### config.mk
export PLATFORM = sky130hd
export DESIGN_NAME = touch_frame_decoder
export DESIGN_NICKNAME = d
export VERILOG_FILES = /design/src/design/tfd_pkg.sv /design/src/design/touch_frame_decoder.sv /design/src/design/tfd_parser.sv /design/src/design/tfd_queue.sv
export SDC_FILE = /design/constraint.sdc
export NUM_CORES = 1
export LEC_CHECK = 0
export BUFFER_PORTS_ARGS = -buffer_cell sky130_fd_sc_hd__clkbuf_2
export CAP_MARGIN = 25
export CORE_UTILIZATION = 62
export DETAILED_ROUTE_END_ITERATION = 12
export PLACE_DENSITY = 0.83
export SLEW_MARGIN = 20
export SYNTH_ARGS = -nofsm -noshare
export SYNTH_HDL_FRONTEND = slang
export SYNTH_HIERARCHICAL = 1
export SYNTH_SLANG_ARGS = --single-unit
export TNS_END_PERCENT = 100
### constraint.sdc
create_clock -name clk -period 31.1 [get_ports clk]
set_clock_uncertainty 0.2 [all_clocks]
set_input_delay 4.665 -clock clk [delete_from_list [all_inputs] [get_ports clk]]
set_output_delay 4.665 -clock clk [all_outputs]
set_load 0.01 [all_outputs]
### src/design/tfd_pkg.sv
`default_nettype none
package tfd_pkg;

	localparam int unsigned HEADER_BYTES = 36;
	localparam int unsigned RECORD_BYTES = 44;

	localparam logic [4:0] CODE_TYPE     = 5'd0;
	localparam logic [4:0] CODE_SEQ      = 5'd1;
	localparam logic [4:0] CODE_FLAGS    = 5'd2;
	localparam logic [4:0] CODE_COUNT    = 5'd3;
	localparam logic [4:0] CODE_CAPTURE  = 5'd4;
	localparam logic [4:0] CODE_DEVICE   = 5'd5;
	localparam logic [4:0] CODE_C_ID     = 5'd6;
	localparam logic [4:0] CODE_C_STATE  = 5'd7;
	localparam logic [4:0] CODE_C_FLAGS  = 5'd8;
	localparam logic [4:0] CODE_C_FLOAT0 = 5'd9;
	localparam logic [4:0] CODE_VERDICT  = 5'd18;

	localparam logic [2:0] REG_MAGIC   = 3'd0;
	localparam logic [2:0] REG_VERSION = 3'd1;
	localparam logic [2:0] REG_HELLO   = 3'd2;
	localparam logic [2:0] REG_FRAME   = 3'd3;
	localparam logic [2:0] REG_RESET   = 3'd4;
	localparam logic [2:0] REG_BUTTONS = 3'd5;

	localparam logic [5:0] HDR_MAGIC_END   = 6'd3;
	localparam logic [5:0] HDR_VERSION_END = 6'd5;
	localparam logic [5:0] HDR_TYPE_END    = 6'd7;
	localparam logic [5:0] HDR_PAYLOAD_END = 6'd11;
	localparam logic [5:0] HDR_SEQ_END     = 6'd15;
	localparam logic [5:0] HDR_COUNT_END   = 6'd17;
	localparam logic [5:0] HDR_FLAGS_END   = 6'd19;
	localparam logic [5:0] HDR_CAPTURE_END = 6'd27;
	localparam logic [5:0] HDR_DEVICE_END  = 6'd35;

	localparam logic [5:0] REC_ID_END     = 6'd3;
	localparam logic [5:0] REC_STATE      = 6'd4;
	localparam logic [5:0] REC_FLAGS      = 6'd5;
	localparam logic [5:0] REC_FLOAT0_END = 6'd11;
	localparam logic [5:0] REC_LAST       = 6'd43;

	localparam int unsigned QDEPTH = 4;
	localparam int unsigned QAW    = 2;

	typedef struct packed {
		logic [4:0]  code;
		logic [3:0]  index;
		logic [63:0] value;
		logic        valid;
		logic        fin;
	} result_t;

	typedef struct packed {
		logic [1:0] count;
		result_t    r0;
		result_t    r1;
	} push_t;

	typedef struct packed {
		logic       hit;
		logic [4:0] code;
		logic       narrow;
	} rec_field_t;

	function automatic rec_field_t rec_field(input logic [5:0] o);
		rec_field_t f;
		logic [5:0] rel;
		f = '0;
		rel = o - REC_FLOAT0_END;
		if (o == REC_ID_END) begin
			f.hit = 1'b1;
			f.code = CODE_C_ID;
		end else if (o == REC_STATE) begin
			f.hit = 1'b1;
			f.code = CODE_C_STATE;
			f.narrow = 1'b1;
		end else if (o == REC_FLAGS) begin
			f.hit = 1'b1;
			f.code = CODE_C_FLAGS;
			f.narrow = 1'b1;
		end else if (o >= REC_FLOAT0_END && rel[1:0] == 2'b00) begin
			f.hit = 1'b1;
			f.code = CODE_C_FLOAT0 + {1'b0, rel[5:2]};
		end
		return f;
	endfunction

endpackage
`default_nettype wire

### src/design/touch_frame_decoder.sv
// Touch contact message decoder.
// Input: one message byte per transfer on s_tdata[7:0], s_tlast on the final
// byte. Output: one decoded field per transfer; m_tdata holds field code,
// contact index and 64-bit value, m_tuser the verdict, m_tlast marks the
// verdict transfer that closes a message.
// Configuration: cfg_valid/cfg_ready write channel, cfg_index selects the
// register (magic, version, hello, frame, reset code, button mask), always
// ready; write only while the block is idle.
// Throughput: one byte per cycle while s_tready is high. A byte yields zero, one or two results;
// results leave through a 4-entry queue at one per cycle while m_tready is high.
// Each result is registered in the queue and reaches m_tvalid behind any results queued before it.
// s_tready drops when the queue has fewer than two free slots, so a stalled
// receiver backs up into the byte stream without losing results.
// Reset: clears parse state and queue, loads register defaults.
`default_nettype none
module touch_frame_decoder #(
	parameter int MAX_CONTACTS = 16
) (
	input  wire logic        clk,
	input  wire logic        arst_n,
	input  wire logic        s_tvalid,
	output logic             s_tready,
	input  wire logic [7:0]  s_tdata,  // [7:0] data_byte
	input  wire logic        s_tlast,
	output logic             m_tvalid,
	input  wire logic        m_tready,
	output logic [79:0]      m_tdata,  // [4:0] field_code, [8:5] contact_index, [72:9] field_value
	output logic             m_tuser,  // [0] message_valid
	output logic             m_tlast,
	input  wire logic        cfg_valid,
	output logic             cfg_ready,
	input  wire logic [2:0]  cfg_index,
	input  wire logic [31:0] cfg_data
);
	import tfd_pkg::*;

	push_t   push;
	result_t head;
	logic    room2;

	assign s_tready  = room2;
	assign cfg_ready = 1'b1;

	tfd_parser #(
		.MAX_CONTACTS(MAX_CONTACTS)
	) u_parser (
		.clk       (clk),
		.arst_n    (arst_n),
		.byte_valid(s_tvalid && s_tready),
		.byte_data (s_tdata),
		.byte_last (s_tlast),
		.cfg_we    (cfg_valid && cfg_ready),
		.cfg_sel   (cfg_index),
		.cfg_wdata (cfg_data),
		.push      (push)
	);

	tfd_queue u_queue (
		.clk       (clk),
		.arst_n    (arst_n),
		.push      (push),
		.head      (head),
		.head_valid(m_tvalid),
		.pop       (m_tready),
		.room2     (room2)
	);

	assign m_tdata = {7'b0, head.value, head.index, head.code};
	assign m_tuser = head.valid;
	assign m_tlast = head.fin;

endmodule
`default_nettype wire

### src/design/tfd_parser.sv
`default_nettype none
module tfd_parser #(
	parameter int MAX_CONTACTS = 16
) (
	input  wire logic            clk,
	input  wire logic            arst_n,
	input  wire logic            byte_valid,
	input  wire logic [7:0]      byte_data,
	input  wire logic            byte_last,
	input  wire logic            cfg_we,
	input  wire logic [2:0]      cfg_sel,
	input  wire logic [31:0]     cfg_wdata,
	output tfd_pkg::push_t       push
);
	import tfd_pkg::*;

	localparam logic [15:0] MaxCount = 16'(MAX_CONTACTS);

	logic [31:0] magic_q;
	logic [15:0] version_q, hello_q, frame_q, reset_code_q, buttons_q;

	logic [15:0] pos_q, pos_d;
	logic [63:0] shift_q, shift_d;
	logic [31:0] payload_q, payload_d;
	logic [15:0] count_q, count_d;
	logic [15:0] type_q, type_d;
	logic        err_q, err_d;
	logic [4:0]  cc_q, cc_d;
	logic [5:0]  off_q, off_d;

	logic [15:0] lo16;
	logic [31:0] lo32;
	logic        fld_hit;
	result_t     fld, verdict;
	rec_field_t  rf;
	logic [32:0] want_len;

	always_ff @(posedge clk or negedge arst_n) begin
		if (!arst_n) begin
			magic_q      <= '0;
			version_q    <= 16'd1;
			hello_q      <= 16'd1;
			frame_q      <= 16'd2;
			reset_code_q <= 16'd3;
			buttons_q    <= 16'd1;
		end else if (cfg_we) begin
			unique case (cfg_sel)
				REG_MAGIC:   magic_q      <= cfg_wdata;
				REG_VERSION: version_q    <= cfg_wdata[15:0];
				REG_HELLO:   hello_q      <= cfg_wdata[15:0];
				REG_FRAME:   frame_q      <= cfg_wdata[15:0];
				REG_RESET:   reset_code_q <= cfg_wdata[15:0];
				REG_BUTTONS: buttons_q    <= cfg_wdata[15:0];
				default: ;
			endcase
		end
	end

	always_comb begin
		shift_d   = {shift_q[55:0], byte_data};
		lo16      = shift_d[15:0];
		lo32      = shift_d[31:0];
		pos_d     = pos_q;
		payload_d = payload_q;
		count_d   = count_q;
		type_d    = type_q;
		err_d     = err_q;
		cc_d      = cc_q;
		off_d     = off_q;
		fld_hit   = 1'b0;
		fld       = '0;
		rf        = rec_field(off_q);

		if (pos_q < 16'(HEADER_BYTES)) begin
			case (pos_q[5:0])
				HDR_MAGIC_END: if (lo32 != magic_q) err_d = 1'b1;
				HDR_VERSION_END: if (lo16 != version_q) err_d = 1'b1;
				HDR_TYPE_END: begin
					type_d = lo16;
					if (lo16 < hello_q || lo16 > reset_code_q) err_d = 1'b1;
					fld_hit = 1'b1;
					fld.code = CODE_TYPE;
					fld.value = {48'b0, lo16};
				end
				HDR_PAYLOAD_END: payload_d = lo32;
				HDR_SEQ_END: begin
					fld_hit = 1'b1;
					fld.code = CODE_SEQ;
					fld.value = {32'b0, lo32};
				end
				HDR_COUNT_END: begin
					count_d = lo16;
					if (lo16 > MaxCount) err_d = 1'b1;
					if (payload_q != {16'b0, lo16} * 32'(RECORD_BYTES)) err_d = 1'b1;
					fld_hit = 1'b1;
					fld.code = CODE_COUNT;
					fld.value = {48'b0, lo16};
				end
				HDR_FLAGS_END: begin
					if ((lo16 & ~buttons_q) != 16'd0) err_d = 1'b1;
					if (type_q != frame_q && (count_q != 16'd0 || lo16 != 16'd0))
						err_d = 1'b1;
					fld_hit = 1'b1;
					fld.code = CODE_FLAGS;
					fld.value = {48'b0, lo16};
				end
				HDR_CAPTURE_END: begin
					fld_hit = 1'b1;
					fld.code = CODE_CAPTURE;
					fld.value = shift_d;
				end
				HDR_DEVICE_END: begin
					fld_hit = 1'b1;
					fld.code = CODE_DEVICE;
					fld.value = shift_d;
				end
				default: ;
			endcase
		end else begin
			if ({11'b0, cc_q} < count_q && rf.hit) begin
				fld_hit = 1'b1;
				fld.code = rf.code;
				fld.index = cc_q[3:0];
				fld.value = rf.narrow ? {56'b0, shift_d[7:0]} : {32'b0, lo32};
			end
			if (off_q == REC_LAST) begin
				off_d = '0;
				if (cc_q != 5'd31) cc_d = cc_q + 5'd1;
			end else begin
				off_d = off_q + 6'd1;
			end
		end

		want_len = 33'(HEADER_BYTES) + {1'b0, payload_d};
		verdict = '0;
		verdict.code = CODE_VERDICT;
		verdict.fin = 1'b1;
		verdict.valid = !err_d && ({17'b0, pos_q} + 33'd1 == want_len);

		push = '0;
		if (byte_valid) begin
			if (fld_hit) begin
				push.r0 = fld;
				push.r1 = verdict;
				push.count = byte_last ? 2'd2 : 2'd1;
			end else if (byte_last) begin
				push.r0 = verdict;
				push.count = 2'd1;
			end
		end

		if (byte_last) begin
			shift_d   = '0;
			pos_d     = '0;
			payload_d = '0;
			count_d   = '0;
			type_d    = '0;
			err_d     = 1'b0;
			cc_d      = '0;
			off_d     = '0;
		end else if (pos_q == 16'hFFFF) begin
			err_d = 1'b1;
		end else begin
			pos_d = pos_q + 16'd1;
		end
	end

	always_ff @(posedge clk or negedge arst_n) begin
		if (!arst_n) begin
			pos_q     <= '0;
			shift_q   <= '0;
			payload_q <= '0;
			count_q   <= '0;
			type_q    <= '0;
			err_q     <= 1'b0;
			cc_q      <= '0;
			off_q     <= '0;
		end else if (byte_valid) begin
			pos_q     <= pos_d;
			shift_q   <= shift_d;
			payload_q <= payload_d;
			count_q   <= count_d;
			type_q    <= type_d;
			err_q     <= err_d;
			cc_q      <= cc_d;
			off_q     <= off_d;
		end
	end

endmodule
`default_nettype wire

### src/design/tfd_queue.sv
`default_nettype none
module tfd_queue (
	input  wire logic            clk,
	input  wire logic            arst_n,
	input  wire tfd_pkg::push_t  push,
	output tfd_pkg::result_t     head,
	output logic                 head_valid,
	input  wire logic            pop,
	output logic                 room2
);
	import tfd_pkg::*;

	result_t mem [QDEPTH];
	logic [QAW-1:0] wr_q, rd_q;
	logic [QAW:0]   fill_q;
	logic           do_pop;

	assign head_valid = fill_q != '0;
	assign head       = mem[rd_q];
	assign room2      = fill_q <= (QAW+1)'(QDEPTH - 2);
	assign do_pop     = pop && head_valid;

	always_ff @(posedge clk) begin
		if (push.count != 2'd0) mem[wr_q] <= push.r0;
		if (push.count == 2'd2) mem[wr_q + QAW'(1)] <= push.r1;
	end

	always_ff @(posedge clk or negedge arst_n) begin
		if (!arst_n) begin
			wr_q   <= '0;
			rd_q   <= '0;
			fill_q <= '0;
		end else begin
			wr_q   <= wr_q + QAW'(push.count);
			rd_q   <= rd_q + QAW'(do_pop);
			fill_q <= fill_q + (QAW+1)'(push.count) - (QAW+1)'(do_pop);
		end
	end

endmodule
`default_nettype wire

==> impl_metrics.json <==
{
  "status": "finished clean",
  "grt_usage_pct": 33.4,
  "critical_path_class": "input pin to register",
  "hold_violations": 0,
  "grt_first_pass_wirelength_um": 135000,
  "drt-total-wl_um": 88500,
  "power_leakage_nw": 14.2,
  "antenna_found_initial": 1,
  "drtPass1Iterations": 6,
  "critical_path.endpoint_type": "register",
  "swShare_pct": 38.1,
  "p_int_w": 0.00173,
  "die_y_um": 231,
  "grt_max_degree": 123,
  "period_share_pct": 28.7,
  "cp_slowest_cell": "a211oi_1",
  "crit_required_ps": 31410,
  "syn_to_final_growth_pct": 7.91,
  "nets": 2888,
  "ys_seq_area_share_pct": 48.3,
  "clkTransAtPathRegs_ps": 60,
  "yosys.area_share.adder_pct": 4.22,
  "rsz0062_at_grt": "false",
  "pwr-share-seq_pct": 39.6,
  "ys_ff_latch": 567,
  "dieArea_um2": 53300,
  "netlist_area_um2": 32500,
  "final.fill_count": 3628,
  "n_antenna_cell": 0,
  "clk_latency_ps": 640,
  "num_vias": 22454,
  "cts_resized": 0,
  "power.share.combinational_pct": 36.2,
  "drt_iter0_drc": 2322,
  "syn_area_per_cell_um2": 12.0,
  "critPathMaxFanout": 15,
  "synth_edf_count": 300,
  "dp_hpwl_um": 58200,
  "max_clock_freq_mhz": 112,
  "io_pins": 134,
  "totalPowerFinal_w": 0.00280,
  "yosys.area_share.simple_pct": 9.16,
  "rows": 83,
  "synth-compound-area-share_pct": 8.24,
  "cts_tree": "built",
  "muxShareOfSynthArea_pct": 19.4,
  "worstPathArrival_ps": 9240,
  "synth_xor_area_share_pct": 4.34,
  "ir_drop_mv": 0.0535,
  "post-route-min-period_ps": 8930,
  "cts_max_level": 2,
  "cp-start-kind": "input pin",
  "gp_congestion": 0.981,
  "core_um2": 51500,
  "routed_via_density": 6.48,
  "post_cts_buffers": 0,
  "drcViolationCount": 0,
  "drv_cap": 0,
  "numClockSinks": 567,
  "wire_per_inst_um": 25.5,
  "clock_power_share_pct": 24.2,
  "setup-tns-final_ps": 0,
  "overflow": 0,
  "hold_path.class": "register to register",
  "floorplan.initialDensity_pct": 63.0,
  "max_stage_delay_ps": 520,
  "synth_top_family_by_area": "multiplexers",
  "critPathTopFamily": "compound AO/OA/AOI/OAI gates",
  "synth_cell_types": 92,
  "numCtsBuffers": 57,
  "tightest_slew_ps": 1060,
  "setup_viol": 0,
  "final_antenna_net_count": 0,
  "cp_cell_sequence": "clkbuf_2, ha_1, fa_1, ha_1, a21o_1, a21oi_1, a31oi_1, o21ai_0, mux2i_1, o2111ai_1, nor4_1, o21ai_0, a211oi_1, mux2_2",
  "root_buffer": "clkbuf_16",
  "yosysWarnings": 6,
  "max_slew_margin_pct": 28.7,
  "chipWidth_um": 231,
  "drive_gt1_share_pct": 26.4,
  "p_sw_w": 0.00107,
  "critPathBufInv": 1,
  "powerDensity_nw_per_um2": 79.8,
  "netlist_instances": 2695,
  "ys.flop_type": "edfxtp_1",
  "grt_pass1_vias": 22589,
  "ys_async_sr_fraction_pct": 47.1,
  "port_buffers": 125,
  "cts_hold_buffers": 0,
  "slew_viol_final": 0,
  "cts_max_path_buffers": 3
}
registers in the layout, indices dropped and copies added, names as in the netlist:
name,cells
u_parser/version_q,16
u_parser/reset_code_q,16
u_parser/frame_q,16
u_queue/rd_q,2
u_parser/payload_q,32
u_parser/cc_q,5
u_parser/shift_q,56
u_queue/wr_q,2
u_parser/off_q,6
u_parser/pos_q,16
u_parser/err_q,1
u_parser/magic_q,32
u_parser/buttons_q,16
u_parser/count_q,16
u_queue/fill_q,3
u_parser/hello_q,16
u_queue/mem,300
u_parser/type_q,16
power by group through the flow:
stage | registers (W) | clock network [W] | logic [W]
6_report | 0.00111 | 0.000676 | 0.00101
5_1_grt | 0.00112 | 0.000709 | 0.00110
4_1_cts | 0.00110 | 0.000681 | 0.00100
3_5_place_dp | 0.00111 | 0 | 0.000998
3_3_place_gp | 0.00111 | 0 | 0.000985
2_1_floorplan | 0.00101 | 0 | 0.000767
placed cells by master, fill, tap and decap left out, types with 9 or more instances in the layout:
master     instances
a22oi_1           27
o31ai_1           11
mux2i_1           30
o22ai_1           81
mux2_1            11
clkbuf_2         124
a31oi_1           18
nor4_1            36
clkbuf_16         58
clkbuf_1          27
fa_1              14
and3_1            14
nand3_1           44
and2_1            40
inv_1            156
and4_1             9
a21o_1            20
dfrtp_1          259
mux2_2           372
o21ai_0          126
nand4_1           38
xor2_1            72
nor2_1            73
nor3_1            60
nand2_1          129
a21oi_1           53
o211ai_1          14
conb_1            79
ha_1              87
xnor2_1           87
mux4_2            75
nand2b_1          29
edfxtp_1         300
buf_4             37
area by class of cell:
| type | instances | area [um2] | area share (%) |
|---|---|---|---|
| clock buffers | 90 | 1620 | 4.63 |
| clock inverters | 16 | 186 | 0.532 |
| inverters | 156 | 586 | 1.67 |
| multi-input cells | 1790 | 15100 | 43.2 |
| flip-flops and latches | 567 | 15700 | 44.8 |
| well taps | 680 | 851 | 2.43 |
| repair buffers | 166 | 968 | 2.76 |
stage by stage:
stage	util, %	cells	hold WS (ps)	cell area [um2]	setup slack [ps]
finish	68.0	3465	290	35000	22170
global route	68.0	3465	313	35000	22010
CTS	68.0	3462	288	35000	22310
detailed placement	64.5	3356	275	33200	21640
global placement	64.4	3355	263	33200	21780
floorplan	-	2771	250	32800	15750
path summary, 6_finish.rpt:
path                                     start              endpoint  slack, ps  cells past startpoint
min                        u_parser/count_q[6]   u_parser/count_q[6]        290                      2
max                                 s_tdata[5]     u_queue/mem[0][1]      22170                     14
min in group asynchronous               arst_n  u_parser/hello_q[10]       3910                      1
max in group asynchronous               arst_n       u_queue/rd_q[0]      24580                      3
min reg2reg                u_parser/count_q[6]   u_parser/count_q[6]        290                      2
max reg2reg                  u_parser/off_q[0]    u_queue/mem[2][37]      24800                     13
Yosys cell counts (9+ instances only):
cell type  count  area share (%)
xor2_1        72             1.9
clkbuf_1      96             1.1
mux2_1        11            0.38
a22oi_1       27            0.62
o21ai_0      128             2.0
o31ai_1       11            0.25
and4_1         9            0.24
buf_4         99             2.3
a21o_1        20            0.46
ha_1          87             3.4
buf_1         12            0.14
o211ai_1      14            0.32
nand4_1       38            0.73
nand2_1      129             1.5
mux2i_1       30            0.92
edfxtp_1     300              28
nor2_1        74            0.86
and3_1        14            0.27
and2_1        41            0.79
a21oi_1       53            0.82
mux2_2       372              13
inv_1        156             1.8
mux4_2        75             5.2
xnor2_1       87             2.3
fa_1          14            0.86
nand3_1       44            0.68
buf_2         42            0.65
a31oi_1       18            0.35
nor4_1        36            0.69
o22ai_1       81             1.6
dfrtp_1      261              20
nand2b_1      29            0.56
nor3_1        61            0.94
metal layers:
| metal | global-route usage [%] | wire, um | vias up |
|---|---|---|---|
| li1 | - | - | 9888 |
| met1 | 45.6 | 35500 | 11247 |
| met2 | 53.5 | 42100 | 1097 |
| met3 | 4.87 | 7190 | 222 |
| met4 | 14.2 | 3760 | 0 |
| met5 | 0 | 0 | - |
cells by family after synthesis:
family | count (synthesis)
other cells | 3
simple gates | 536
buf+inv | 414
mux | 488
fa+ha+maj | 101
xor+xnor | 160
flops | 567
compound gates | 426
tightest hold or removal path, cell delays in order, from the launching register on:
cell and delay, ps:
dfrtp_1 340, nand2_1 50, o21ai_0 60
(Power assumes the default switching activity.)
